--- src/hdl/coap_pkg.sv ---
// Shared types and constants for the CoAP request header parser.
// Holds the transfer payload structs, the parse phase enum and protocol constants.
// Depends on nothing.
package coap_pkg;

    typedef struct packed {
        logic [7:0] data_byte;
        logic       last_byte;
    } req_t;

    typedef struct packed {
        logic [1:0]  parse_status;
        logic [1:0]  msg_type;
        logic [3:0]  token_length;
        logic [15:0] message_id;
        logic [63:0] token_value;
        logic        is_status;
    } res_t;

    typedef enum logic [3:0] {
        PH_HDR     = 4'd0,
        PH_TOKEN   = 4'd1,
        PH_OPT     = 4'd2,
        PH_D1      = 4'd3,
        PH_D2H     = 4'd4,
        PH_D2L     = 4'd5,
        PH_L1      = 4'd6,
        PH_L2H     = 4'd7,
        PH_L2L     = 4'd8,
        PH_VALUE   = 4'd9,
        PH_PAYLOAD = 4'd10
    } phase_t;

    localparam logic [1:0]  STATUS_GET       = 2'd0;
    localparam logic [1:0]  STATUS_OTHER     = 2'd1;
    localparam logic [1:0]  STATUS_MALFORMED = 2'd2;

    localparam logic [1:0]  COAP_VERSION     = 2'd1;
    localparam logic [7:0]  CODE_GET         = 8'h01;
    localparam logic [7:0]  PAYLOAD_MARKER   = 8'hFF;
    localparam logic [3:0]  NIB_EXT8         = 4'd13;
    localparam logic [3:0]  NIB_EXT16        = 4'd14;
    localparam logic [16:0] EXT8_BASE        = 17'd13;
    localparam logic [16:0] EXT16_BASE       = 17'd269;
    localparam logic [15:0] OPT_URI_PATH     = 16'd11;
    localparam logic [16:0] SHORT_SEG_MAX    = 17'd7;
    localparam logic [3:0]  TOKEN_MAX        = 4'd8;
    localparam logic [7:0]  CHAR_S           = 8'h73;

endpackage

--- src/hdl/coap_request_header_parser.sv ---
// Top level of the CoAP request header parser: input register, parse logic, result register.
// Depends on coap_pkg for the transfer structs, the phase enum and protocol constants.
//
// The parser takes one datagram byte per clock cycle and never stalls its input except
// when a final byte arrives while the previous result still waits in the result register.
// Each byte passes through the input register and combinational header and option decoding,
// and the result for a datagram is loaded into the result register when its last byte is
// taken from the input register, which waits while the previous result is still stalled. Bytes
// beyond MAX_PACKET are ignored, and a result is produced only for a byte marked as last.
module coap_request_header_parser
    import coap_pkg::*;
#(
    parameter int MAX_PACKET = 256
)
(
    input  logic clk,
    input  logic rst_n,
    input  logic req_valid,
    output logic req_stall,
    input  req_t req_item,
    output logic res_valid,
    input  logic res_stall,
    output res_t res_item
);

    localparam int PW = $clog2(MAX_PACKET + 1);

    logic        in_valid_reg;
    req_t        in_item_reg;
    logic        in_fire;
    logic        out_free;

    logic        out_valid_reg;
    res_t        out_item_reg;

    logic [PW-1:0] pos_reg,    pos_next;
    phase_t        phase_reg,  phase_next;
    logic [1:0]    type_reg,   type_next;
    logic [3:0]    tlen_reg,   tlen_next;
    logic [7:0]    code_reg,   code_next;
    logic [15:0]   msgid_reg,  msgid_next;
    logic [63:0]   token_reg,  token_next;
    logic [15:0]   optnum_reg, optnum_next;
    logic [7:0]    ext_reg,    ext_next;
    logic [16:0]   remain_reg, remain_next;
    logic          is_s_reg,   is_s_next;
    logic          err_reg,    err_next;
    logic          seg_reg,    seg_next;

    res_t          result;

    assign out_free  = !out_valid_reg || !res_stall;
    assign in_fire   = in_valid_reg && (!in_item_reg.last_byte || out_free);
    assign req_stall = in_valid_reg && !in_fire;
    assign res_valid = out_valid_reg;
    assign res_item  = out_item_reg;

    always_comb
    begin
        logic [7:0]  b;
        logic [3:0]  nib;
        logic [16:0] dlt;
        logic [16:0] len;
        logic        do_delta;
        logic        do_len;
        logic [2:0]  idx;
        logic        ok;

        b        = in_item_reg.data_byte;
        nib      = remain_reg[3:0];
        dlt      = '0;
        len      = '0;
        do_delta = 1'b0;
        do_len   = 1'b0;
        idx      = pos_reg[2:0] ^ 3'd4;
        ok       = 1'b0;

        pos_next    = pos_reg;
        phase_next  = phase_reg;
        type_next   = type_reg;
        tlen_next   = tlen_reg;
        code_next   = code_reg;
        msgid_next  = msgid_reg;
        token_next  = token_reg;
        optnum_next = optnum_reg;
        ext_next    = ext_reg;
        remain_next = remain_reg;
        is_s_next   = is_s_reg;
        err_next    = err_reg;
        seg_next    = seg_reg;

        if (pos_reg < PW'(MAX_PACKET))
        begin
            pos_next = pos_reg + PW'(1);
            if (!err_reg)
            begin
                case (phase_reg)
                    PH_HDR:
                    begin
                        if (pos_reg == PW'(0))
                        begin
                            if (b[7:6] != COAP_VERSION)
                            begin
                                err_next = 1'b1;
                            end
                            else
                            begin
                                type_next = b[5:4];
                                tlen_next = b[3:0];
                                if (b[3:0] > TOKEN_MAX)
                                begin
                                    err_next = 1'b1;
                                end
                            end
                        end
                        else if (pos_reg == PW'(1))
                        begin
                            code_next = b;
                        end
                        else if (pos_reg == PW'(2))
                        begin
                            msgid_next = {b, 8'h00};
                        end
                        else
                        begin
                            msgid_next = {msgid_reg[15:8], b};
                            phase_next = (tlen_reg == 4'd0) ? PH_OPT : PH_TOKEN;
                        end
                    end
                    PH_TOKEN:
                    begin
                        token_next = token_reg | ({b, 56'h0} >> {idx, 3'b000});
                        if ((pos_reg - PW'(3)) >= PW'(tlen_reg))
                        begin
                            phase_next = PH_OPT;
                        end
                    end
                    PH_OPT:
                    begin
                        if (b == PAYLOAD_MARKER)
                        begin
                            phase_next = PH_PAYLOAD;
                        end
                        else
                        begin
                            remain_next = {13'd0, b[3:0]};
                            nib         = b[3:0];
                            if (b[7:4] == NIB_EXT8)
                            begin
                                phase_next = PH_D1;
                            end
                            else if (b[7:4] == NIB_EXT16)
                            begin
                                phase_next = PH_D2H;
                            end
                            else
                            begin
                                do_delta = 1'b1;
                                dlt      = {13'd0, b[7:4]};
                            end
                        end
                    end
                    PH_D1:
                    begin
                        do_delta = 1'b1;
                        dlt      = EXT8_BASE + {9'd0, b};
                    end
                    PH_D2H:
                    begin
                        ext_next   = b;
                        phase_next = PH_D2L;
                    end
                    PH_D2L:
                    begin
                        do_delta = 1'b1;
                        dlt      = EXT16_BASE + {1'b0, ext_reg, b};
                    end
                    PH_L1:
                    begin
                        do_len = 1'b1;
                        len    = EXT8_BASE + {9'd0, b};
                    end
                    PH_L2H:
                    begin
                        ext_next   = b;
                        phase_next = PH_L2L;
                    end
                    PH_L2L:
                    begin
                        do_len = 1'b1;
                        len    = EXT16_BASE + {1'b0, ext_reg, b};
                    end
                    PH_VALUE:
                    begin
                        if (seg_reg)
                        begin
                            is_s_next = (b == CHAR_S);
                            seg_next  = 1'b0;
                        end
                        remain_next = remain_reg - 17'd1;
                        if (remain_reg == 17'd1)
                        begin
                            phase_next = PH_OPT;
                        end
                    end
                    default:
                    begin
                        phase_next = phase_reg;
                    end
                endcase

                if (do_delta)
                begin
                    optnum_next = optnum_reg + dlt[15:0];
                    if (nib == NIB_EXT8)
                    begin
                        phase_next = PH_L1;
                    end
                    else if (nib == NIB_EXT16)
                    begin
                        phase_next = PH_L2H;
                    end
                    else
                    begin
                        do_len = 1'b1;
                        len    = {13'd0, nib};
                    end
                end

                if (do_len)
                begin
                    remain_next = len;
                    seg_next    = (optnum_next == OPT_URI_PATH) && (len >= 17'd1)
                                  && (len <= SHORT_SEG_MAX);
                    phase_next  = (len != 17'd0) ? PH_VALUE : PH_OPT;
                end
            end
        end

        ok = !err_next && ((phase_next == PH_OPT) || (phase_next == PH_PAYLOAD));
        result = '0;
        if (ok)
        begin
            result.parse_status = (code_next == CODE_GET) ? STATUS_GET : STATUS_OTHER;
            result.msg_type     = type_next;
            result.token_length = tlen_next;
            result.message_id   = msgid_next;
            result.token_value  = token_next;
            result.is_status    = is_s_next;
        end
        else
        begin
            result.parse_status = STATUS_MALFORMED;
        end

        if (in_item_reg.last_byte)
        begin
            pos_next    = '0;
            phase_next  = PH_HDR;
            type_next   = '0;
            tlen_next   = '0;
            code_next   = '0;
            msgid_next  = '0;
            token_next  = '0;
            optnum_next = '0;
            ext_next    = '0;
            remain_next = '0;
            is_s_next   = 1'b0;
            err_next    = 1'b0;
            seg_next    = 1'b0;
        end
    end

    always_ff @(posedge clk or negedge rst_n)
    begin
        if (!rst_n)
        begin
            in_valid_reg <= 1'b0;
            in_item_reg  <= '0;
        end
        else if (!req_stall)
        begin
            in_valid_reg <= req_valid;
            if (req_valid)
            begin
                in_item_reg <= req_item;
            end
        end
    end

    always_ff @(posedge clk or negedge rst_n)
    begin
        if (!rst_n)
        begin
            pos_reg    <= '0;
            phase_reg  <= PH_HDR;
            type_reg   <= '0;
            tlen_reg   <= '0;
            code_reg   <= '0;
            msgid_reg  <= '0;
            token_reg  <= '0;
            optnum_reg <= '0;
            ext_reg    <= '0;
            remain_reg <= '0;
            is_s_reg   <= 1'b0;
            err_reg    <= 1'b0;
            seg_reg    <= 1'b0;
        end
        else if (in_fire)
        begin
            pos_reg    <= pos_next;
            phase_reg  <= phase_next;
            type_reg   <= type_next;
            tlen_reg   <= tlen_next;
            code_reg   <= code_next;
            msgid_reg  <= msgid_next;
            token_reg  <= token_next;
            optnum_reg <= optnum_next;
            ext_reg    <= ext_next;
            remain_reg <= remain_next;
            is_s_reg   <= is_s_next;
            err_reg    <= err_next;
            seg_reg    <= seg_next;
        end
    end

    always_ff @(posedge clk or negedge rst_n)
    begin
        if (!rst_n)
        begin
            out_valid_reg <= 1'b0;
            out_item_reg  <= '0;
        end
        else if (in_fire && in_item_reg.last_byte)
        begin
            out_valid_reg <= 1'b1;
            out_item_reg  <= result;
        end
        else if (!res_stall)
        begin
            out_valid_reg <= 1'b0;
        end
    end

endmodule
--- config.mk ---
export PLATFORM = sky130hd
export DESIGN_NAME = coap_request_header_parser
export DESIGN_NICKNAME = d
export VERILOG_FILES = /design/src/hdl/coap_pkg.sv /design/src/hdl/coap_request_header_parser.sv
export SDC_FILE = /design/constraint.sdc
export NUM_CORES = 1
export LEC_CHECK = 0
export BUFFER_PORTS_ARGS = -buffer_cell sky130_fd_sc_hd__buf_2
export CAP_MARGIN = 20
export CORE_MARGIN = 2
export CORE_UTILIZATION = 40
export CTS_CLUSTER_DIAMETER = 60
export CTS_CLUSTER_SIZE = 40
export DETAILED_ROUTE_END_ITERATION = 12
export GPL_TIMING_DRIVEN = 0
export PLACE_DENSITY = 0.63
export SLEW_MARGIN = 20
export SYNTH_ARGS = -nofsm -noshare
export SYNTH_HDL_FRONTEND = slang
export SYNTH_SLANG_ARGS = --single-unit
--- constraint.sdc ---
create_clock -name clk -period 3.65 [get_ports clk]
set_input_delay 0.365 -clock clk [delete_from_list [all_inputs] [get_ports clk]]
set_output_delay 0.365 -clock clk [all_outputs]
set_load 0.005 [all_outputs]
Word-level counts from Yosys, hierarchy flattened
Index checks and enable logic that the tools add are counted.
Widths: inputs -> output; s select.
- register bits after elaboration: 251
- bitwise operators: 3
- order comparisons: 5
- muxes and demuxes: 115
- eq/ne operators: 26
- shifts and indexed selects: 1
- reductions and logical operators: 31
- $add $sub $neg: 6
- operators with widths (operator ; count):
    $mux 64 ; 4
    $mux 16 ; 15
    $mux 17 ; 10
    $mux 4 ; 29
    $mux 87 ; 1
    $mux 8 ; 10
    $pmux 17 s2 ; 2
    $or 64x64->64 ; 1
    $shr 64x6->64 ; 1
    $pmux 16 s3 ; 1
    $mux 1 ; 31
    $eq 4x4->1 const B ; 7
    $pmux 4 s6 ; 1
    $mux 9 ; 2
    $add 9x16->17 const A ; 1
    $eq 17x1->1 const B ; 1
    $ge 17x1->1 const B ; 1
    $le 17x3->1 const B ; 1
    $reduce_bool 17->1 ; 1
    $sub 17x1->17 const B ; 1
    $add 16x16->16 ; 1
    $eq 16x4->1 const B ; 1
    $eq 4x3->1 const B ; 4
    $mux 2 ; 8
    other kinds (31) ; 52

Logic depth before layout (Yosys ltp)
Gate-level depths: netlist (run 1).
- word-level depth: 20
- gate-level depth with buffers: 17

Worst setup path before layout (run 1)
No wires, ideal clock.
- path type: register to register
- start: register in_item_reg[1] in the netlist's numbering
- end: register optnum_reg[15]
- arrival time: 3.844 ns
- period minus slack after synthesis: 3.965 ns
- slack: -0.315 ns
- path buffers: 1
- stages on the path, launching flop included: 18
- path through: dfrtp_1 > ha_1 > clkbuf_1 > or3_1 > nand2_1 > xor2_1 > a22oi_1 > nor3b_1 > ha_1 > and2_1 > a221o_1 > a221oi_1 > o2111ai_1 > o31ai_1 > xor2_1 > nor2_1 > o21bai_1 > a22o_1
- cells in the longest elaborated chain, start to end: 12
- ends and longest elaborated chain (what ; RTL line ; RTL):
    start: declaration ; coap_request_header_parser.sv:29 ; req_t in_item_reg;
    start signal: assignment ; coap_request_header_parser.sv:286 ; in_item_reg <= req_item;
    branches (longest 6 deep; another with $add 9x16->17) ; - ;
    $mux 16 (*) ; coap_request_header_parser.sv:212 ; if (do_delta)
    $mux 16 (*) ; coap_request_header_parser.sv:95 ; if (!err_reg)
    $mux 16 (*) ; coap_request_header_parser.sv:92 ; if (pos_reg < PW'(MAX_PACKET))
    $mux 16 (*) ; coap_request_header_parser.sv:95 ;
    $mux 16 (*) ; coap_request_header_parser.sv:92 ;
    $mux 16 (*) ; coap_request_header_parser.sv:256 ; if (in_item_reg.last_byte)
    end signal: assignment ; coap_request_header_parser.sv:318 ; optnum_reg <= optnum_next;
    end: declaration ; coap_request_header_parser.sv:43 ; logic [15:0] optnum_reg, optnum_next;
Mark *: on every way between the ends. The select of a mux whose other input is x is not followed.
A chain may end at the register's enable or synchronous reset.

Worst setup path in the final report (run 1)
- start: register in_item_reg[1] in the netlist's numbering
- end: register seg_reg
- cells in the longest elaborated chain, start to end: 18
- ends and longest elaborated chain (what ; RTL line ; RTL):
    branches (longest 18 deep; another with $add 9x16->17) ; - ;
    end signal: assignment ; coap_request_header_parser.sv:323 ; seg_reg <= seg_next;
    end: declaration ; coap_request_header_parser.sv:48 ; logic seg_reg, seg_next;
Several ways; the timed one is not identified. The select of a mux whose other input is x is not followed.

==> results.py, run 1 <==
metrics = {
    "floorplanning": {
        "core_region_area_um2": 32300,
        "die_x_um": 184,
        "num_rows": 66,
        "die_y_um": 184,
        "io_pins": 104,
        "start_util": 0.403,
        "dieArea_um2": 34000,
    },
    "sta": {
        "setup-tns-final_ns": -11.32,
        "slew_viol_final": 0,
        "setup_ws_ns": -0.234,
        "fin_crit_sh": 1.06,
        "setup_viol": 92,
        "max_freq_mhz": 257,
        "rsz0062_at_grt": "true",
        "period_needed_ns": 3.88,
        "worst_pin_slew_ns": 1.04,
        "skew_ns": 0.0388,
        "hold_viol_final": 0,
        "slew_headroom": 0.299,
    },
    "global_routing": {
        "first_global_vias": 11700,
        "grt_pass1_wl_mm": 66.9,
        "antenna_found_initial": 1,
        "grt_use_total": 0.255,
        "grt_max_degree": 88,
        "overflow": 0,
    },
    "power": {
        "power.leakage_uw": 0.00704,
        "p_int_uw": 6030,
        "p_comb_frac": 0.380,
        "pwr-share-clk": 0.294,
        "p_seq_frac": 0.326,
        "p_sw_frac": 0.405,
        "switching_power_uw": 4100,
        "design_power_total_uw": 10100,
        "ir_drop_uv": 413,
        "power_density_nw_per_um2": 641,
    },
    "synth": {
        "synth_seq_cells": 251,
        "synth_edf_count": 0,
        "synthTopCellsByArea": "dfrtp_1 48%, o21ai_0 6.3%, nand2_1 5.5%",
        "syn_nets": 1482,
        "synthAdderAreaFrac": 0.0275,
        "synth-simple-area-share": 0.169,
        "syn_area_per_cell_um2": 9.02,
        "synth_mux_area_frac": 0.0291,
        "synth_top_family_by_area": "compound AO/OA/AOI/OAI gates",
        "synth_compound_area_frac": 0.226,
        "syn_area_um2": 13000,
        "yosysSeqAreaShare": 0.483,
        "yosysTopAreaCell": "dfrtp_1",
        "synthCells": 1441,
        "netlist.area_leader.share": 0.483,
        "ys_warn_count": 0,
        "async_reset_ff_frac": 1.00,
        "ys_types": 75,
        "synth_xor_area_frac": 0.0270,
        "synth-main-ff-cell": "dfrtp_1",
    },
    "clocking": {
        "clock_latency_ns": 0.57,
        "clk_pin_slew_ns": 0.07,
        "cts_buffers": 28,
        "tritoncts": "done",
        "root_buffer": "clkbuf_16",
        "htreeDepth": 1,
        "clock-sinks": 251,
        "clockBufferDepth": 3,
    },
    "placed_design": {
        "gp_routability_congestion": 0.962,
        "place_hpwl_mm": 30.4,
        "io_buffers": 103,
        "dpl_cell_area_um2": 14200,
    },
    "worst_setup_path": {
        "critPathRequiredTime_ns": 4.11,
        "crit_fanout": 3,
        "crit_start": "in_item_reg[1]$_DFFE_PN0P_",
        "cpMaxStageDelayCell": "dfrtp_1",
        "critPathKind": "reg2reg",
        "path_cells": "ha_4, or3_4, nand2_4, xor2_1, a22oi_1, nor3b_2, ha_1, and2_4, a221o_1, a221oi_2, o2111ai_2, o31ai_2, xor2_1, nor2_2, xor2_1, o31ai_1",
        "r2r-start": "in_item_reg[1]$_DFFE_PN0P_",
        "r2r_cells": 16,
        "max_stage_delay_ns": 0.42,
        "cp.arrival_ns": 4.34,
        "crit_path_start_kind": "flop",
        "crit-reg2reg-capture": "seg_reg$_DFFE_PN0P_",
        "critPathMostFrequentCell": "xor2_1",
        "crit_path_end_kind": "flop",
        "reg2reg_slack_ns": -0.23,
    },
    "min_path": {
        "min_to": "res_valid$_DFFE_PN0P_",
        "hp-start": "res_stall",
        "whs_path_depth": 3,
        "hold_path_class": "in2reg",
    },
    "run_status": {
        "status": "finished, violations left",
        "violations": "setup timing",
    },
    "finish": {
        "layout.cell_area.non_filler_um2": 15800,
        "fill_cells": 3028,
        "largest_reg_flops": 89,
        "syn2layout_area_growth_pct": 21.6,
        "multi_input_area_um2": 6540,
        "final_util": 0.489,
        "drive_gt1_frac": 0.188,
        "fin_nets": 1647,
        "regArea_um2": 6280,
    },
    "routing": {
        "vias": 12100,
        "routed_via_density": 5.85,
        "wl_per_cell_um": 21.2,
        "first_pass_iters": 7,
        "ant_nets": 0,
        "drt-total-wl_mm": 44.0,
        "dr.first_iter.drc_count": 1162,
        "drc": 0,
    },
    "flow_run": {
        "cap_violations": 0,
    },
}
## critical path, delay by kind of cell, from the launching register on
| family | cells | cell delay [ns] |
|---|---|---|
| compound gates | 6 | 1.45 |
| simple gates | 5 | 0.95 |
| fa+ha+maj | 2 | 0.50 |
| xor+xnor | 3 | 0.49 |
| flops | 1 | 0.42 |
## power groups by stage
stage               clock [uW]  sequential (uW)  combinational [uW]
global route              3120             3340                4150
finish                    2980             3300                3840
floorplan                    0             3270                2240
global placement             0             3330                3230
CTS                       3010             3290                3410
detailed placement           0             3330                3260
## layout by cell type, fill, tap and decap left out, drive strengths merged, types with 19 or more instances in the layout
cell,instances
a22o,30
nand3,19
dfrtp,251
a21oi,107
nor2,141
ha,27
clkbuf,129
xnor2,23
nand2,190
a31oi,76
o21ai,176
buf,144
mux2i,22
inv,30
nor3,36
## through the flow
step	setup slack, ns	instances	hold WS (ns)
after floorplan	-0.188	1441	0.0694
after global placement	-2.38	1986	0.461
after detailed placement	-1.00	1989	0.207
after CTS	-0.261	2055	0.0188
after global routing	-0.446	2070	0.0374
final	-0.234	2071	0.0339
## synthesized netlist by cell type (5+ instances only)
master / n
a211oi_1: 12
a21o_1: 9
a21oi_1: 105
a22o_1: 30
a31oi_1: 76
a32o_1: 9
and2_1: 6
and3_1: 12
buf_2: 5
clkbuf_1: 100
dfrtp_1: 251
ha_1: 27
inv_1: 17
mux2_2: 14
mux2i_1: 22
nand2_1: 190
nand2b_1: 9
nand3_1: 19
nand4_1: 7
nor2_1: 141
nor2b_1: 9
nor3_1: 36
nor4_1: 12
o211ai_1: 8
o21ai_0: 163
o21ai_2: 10
o31ai_1: 11
or3_1: 11
xnor2_1: 23
xor2_1: 17
## what timing repair did
action | CTS | global route
endpoints found under the setup margin | 99 | 104
gates resized for setup | 60 | 61
setup buffers | 14 | 15
hold buffers | 2 | 0
hold endpoints to repair | 160 | 0
gates cloned | 0 | 2
pin swaps | 21 | 18
## cell type report
class | count | area share
repair buffers | 139 | 0.0576
inverters | 18 | 0.00428
diodes | 1 | 0.000158
well taps | 442 | 0.0350
clock buffers | 31 | 0.0457
clock inverters | 21 | 0.0156
flip-flops and latches | 251 | 0.398
multi-input cells | 1063 | 0.414
plain buffers | 105 | 0.0302
## routing by layer
metal | GRT usage | part of all wire
met1 | 0.350 | 0.43
met4 | 0.106 | 0.037
met5 | 0 | 0
met2 | 0.407 | 0.47
met3 | 0.0371 | 0.061
## worst max-delay path by stage
stage	end	slack [ns]
after CTS	seg_reg$_DFFE_PN0P_	-0.26
final	seg_reg$_DFFE_PN0P_	-0.23
after global routing	seg_reg$_DFFE_PN0P_	-0.45
after detailed placement	seg_reg$_DFFE_PN0P_	-1.00
after global placement	res_item[20]$_DFFE_PN0P_	-2.38
after floorplan	optnum_reg[15]$_DFFE_PN0P_	-0.19
## kinds of logic (layout without fill, tap and decap cells)
| logic type | after synthesis | after routing |
|---|---|---|
| XOR/XNOR | 40 | 40 |
| multiplexers | 36 | 36 |
| AND/OR/NAND/NOR | 484 | 484 |
| other | 0 | 1 |
| AO/OA/AOI/OAI | 475 | 475 |
| adder cells (fa/ha/maj) | 28 | 28 |
| flip-flops | 251 | 251 |
| buffers and inverters | 127 | 314 |
No activity file was read; power rests on OpenSTA's default activity.
==> run 2: changes to the inputs <==
PLACE_DENSITY = 0.61   (was 0.63)
clock period = 4.3 ns   (was 3.65 ns; I/O delays follow)
==> run 2 against run 1 <==
  * The flow now finishes without violations
  * Clock power is 25% lower
  * Die area did not move
  * Clock-buffer cell count decreased by 2
  * Critical path type unchanged
  * Largest cell class unchanged
  * Largest power group unchanged
==> results.py, run 2 (synthesized netlist as in run 1, its figures left out) <==
metrics = {
    "run_status": {
        "status": "finished, final reports clean",
    },
    "clocking": {
        "htreeDepth": 1,
        "cts_buffers": 24,
        "root_buffer": "clkbuf_16",
        "clockBufferDepth": 3,
        "tritoncts": "done",
        "clk_pin_slew_ns": 0.08,
        "clock-sinks": 251,
        "clock_latency_ns": 0.55,
    },
    "sta": {
        "max_freq_mhz": 244,
        "slew_viol_final": 0,
        "skew_ns": 0.0366,
        "holdWs_ns": 0.0950,
        "setup_viol": 0,
        "rsz0062_at_grt": "false",
        "fin_crit_sh": 0.952,
        "slew_headroom": 0.296,
        "worst_pin_slew_ns": 1.05,
        "hold_viol_final": 0,
        "period_needed_ns": 4.09,
    },
    "routing": {
        "vias": 11900,
        "first_pass_iters": 7,
        "dr.first_iter.drc_count": 992,
        "drt-total-wl_mm": 44.1,
        "drc": 0,
        "wl_per_cell_um": 21.7,
        "routed_via_density": 5.87,
        "ant_nets": 0,
    },
    "power": {
        "p_int_uw": 4740,
        "pwr-share-clk": 0.280,
        "ir_drop_uv": 296,
        "power_density_nw_per_um2": 527,
        "power.leakage_uw": 0.00672,
        "p_comb_frac": 0.368,
        "switching_power_uw": 3220,
        "p_seq_frac": 0.352,
        "p_sw_frac": 0.404,
    },
    "min_path": {
        "min_to": "in_valid_reg$_DFFE_PN0N_",
        "whs_path_depth": 2,
        "hold_path_class": "in2reg",
        "hp-start": "req_valid",
    },
    "global_routing": {
        "antenna_found_initial": 0,
        "grt_pass1_wl_mm": 67.6,
        "grt_use_total": 0.260,
        "grt_max_degree": 91,
        "first_global_vias": 11500,
        "overflow": 0,
    },
    "finish": {
        "syn2layout_area_growth_pct": 16.2,
        "fin_nets": 1616,
        "n_antenna_cell": 0,
        "fill_cells": 3197,
        "largest_reg_flops": 89,
        "final_util": 0.468,
        "final_cell_mix": "248 x dfrtp_1, 189 x nand2_1, 161 x o21ai_0, 140 x nor2_1, 106 x buf_2",
        "final_common_cell": "dfrtp_1",
        "fin_cells": 2034,
        "drive_gt1_frac": 0.143,
    },
    "worst_setup_path": {
        "critPathRequiredTime_ns": 4.73,
        "r2r_cells": 16,
        "crit_fanout": 10,
        "r2r-start": "in_item_reg[1]$_DFFE_PN0P_",
        "critical-path-top-delay-family": "compound AO/OA/AOI/OAI gates",
        "cpMaxStageDelayCell": "dfrtp_2",
        "cp.arrival_ns": 4.53,
        "crit-reg2reg-capture": "seg_reg$_DFFE_PN0P_",
        "max_stage_delay_ns": 0.45,
        "crit_start": "in_item_reg[1]$_DFFE_PN0P_",
        "reg2reg_slack_ns": 0.21,
        "crit_path_end_kind": "flop",
        "path_cells": "ha_4, or3_4, nand2_2, xor2_1, a22oi_1, nor3b_2, ha_1, and2_1, a221o_1, a221oi_4, o2111ai_2, o31ai_2, xor2_1, nor2_2, xor2_1, o31ai_1",
        "critPathMostFrequentCell": "xor2_1",
        "cp.buffers_inverters": 0,
        "critPathKind": "reg2reg",
        "crit_path_start_kind": "flop",
    },
    "placed_design": {
        "post-place-cells": 1988,
        "io_buffers": 103,
        "place_hpwl_mm": 31.1,
        "gp_routability_congestion": 0.943,
    },
    "floorplanning": {
        "die_x_um": 184,
        "io_pins": 104,
        "dieArea_um2": 34000,
        "die_y_um": 184,
        "core_region_area_um2": 32300,
        "start_util": 0.403,
        "num_rows": 66,
    },
    "flow_run": {
        "cap_violations": 0,
    },
}
run 2: cell count changes in the layout (fill, tap and decap cells not counted), moves of 3 or more:
cell / delta
buf_2: +3
o21ai_2: -10
buf_4: -23
buf_6: -5
clkbuf_16: -5
ha_1: +3
o21ai_1: -6
inv_6: -3
o21ai_0: +17
clkbuf_1: +6
run 2: per-layer routing:
layer	wire [um]	part of all wire	up-vias	GRT usage
met2	20200	0.46	468	0.412
met3	3190	0.072	86	0.0472
li1	-	-	5459	-
met4	1560	0.035	0	0.0938
met5	0	0	-	0
met1	19100	0.43	5921	0.356
run 2: final cells by class:
type,count,area (um^2),area share
buffer,108,450,0.0298
clock buffer,29,661,0.0437
clock inverter,14,158,0.0104
inverter,18,67.6,0.00447
multi-input combinational,1063,6310,0.418
sequential,251,6280,0.416
tap,442,553,0.0366
timing repair buffer,109,613,0.0406
run 2: how the worst max path moves through the flow:
stage	cells past startpoint	slack [ns]	endpoint
CTS	16	0.008	seg_reg$_DFFE_PN0P_
global placement	1	-1.87	res_item[11]$_DFFE_PN0P_
finish	16	0.21	seg_reg$_DFFE_PN0P_
global route	12	0.006	res_item[18]$_DFFE_PN0P_
detailed placement	17	-0.59	seg_reg$_DFFE_PN0P_
floorplan	17	0.34	optnum_reg[15]$_DFFE_PN0P_
run 2: power groups by stage:
stage                     sequential (uW)  clock [uW]  combinational, uW
after floorplan                      2780           0               1900
after global routing                 2830        2360               3180
after CTS                            2790        2260               2840
after detailed placement             2830           0               2800
final                                2800        2230               2930
after global placement               2830           0               2780
run 2: worst reg2reg max path: cells and delay by family (launching register included):
kind	cells	cell delay, ns
adder cells (fa/ha/maj)	2	0.54
flip-flops	1	0.45
AND/OR/NAND/NOR	5	1.03
AO/OA/AOI/OAI	6	1.47
XOR/XNOR	3	0.51
run 2: through the flow:
step	setup slack, ns	instance area (um^2)	setup TNS, ns	power, uW
floorplan	0.335	13000	0	4680
global route	0.00570	15100	0	8370
CTS	0.00754	15000	0	7900
finish	0.207	15100	0	7960
global placement	-1.87	14100	-463.17	5600
detailed placement	-0.594	14100	-2.61	5630
run 2: what timing repair did:
item,4_1_cts,5_1_grt
setup buffers,2,1
hold endpoints to repair,81,0
pin swaps,4,7
gates resized for setup,19,28
hold buffers,1,0
endpoints found under the setup margin,45,38
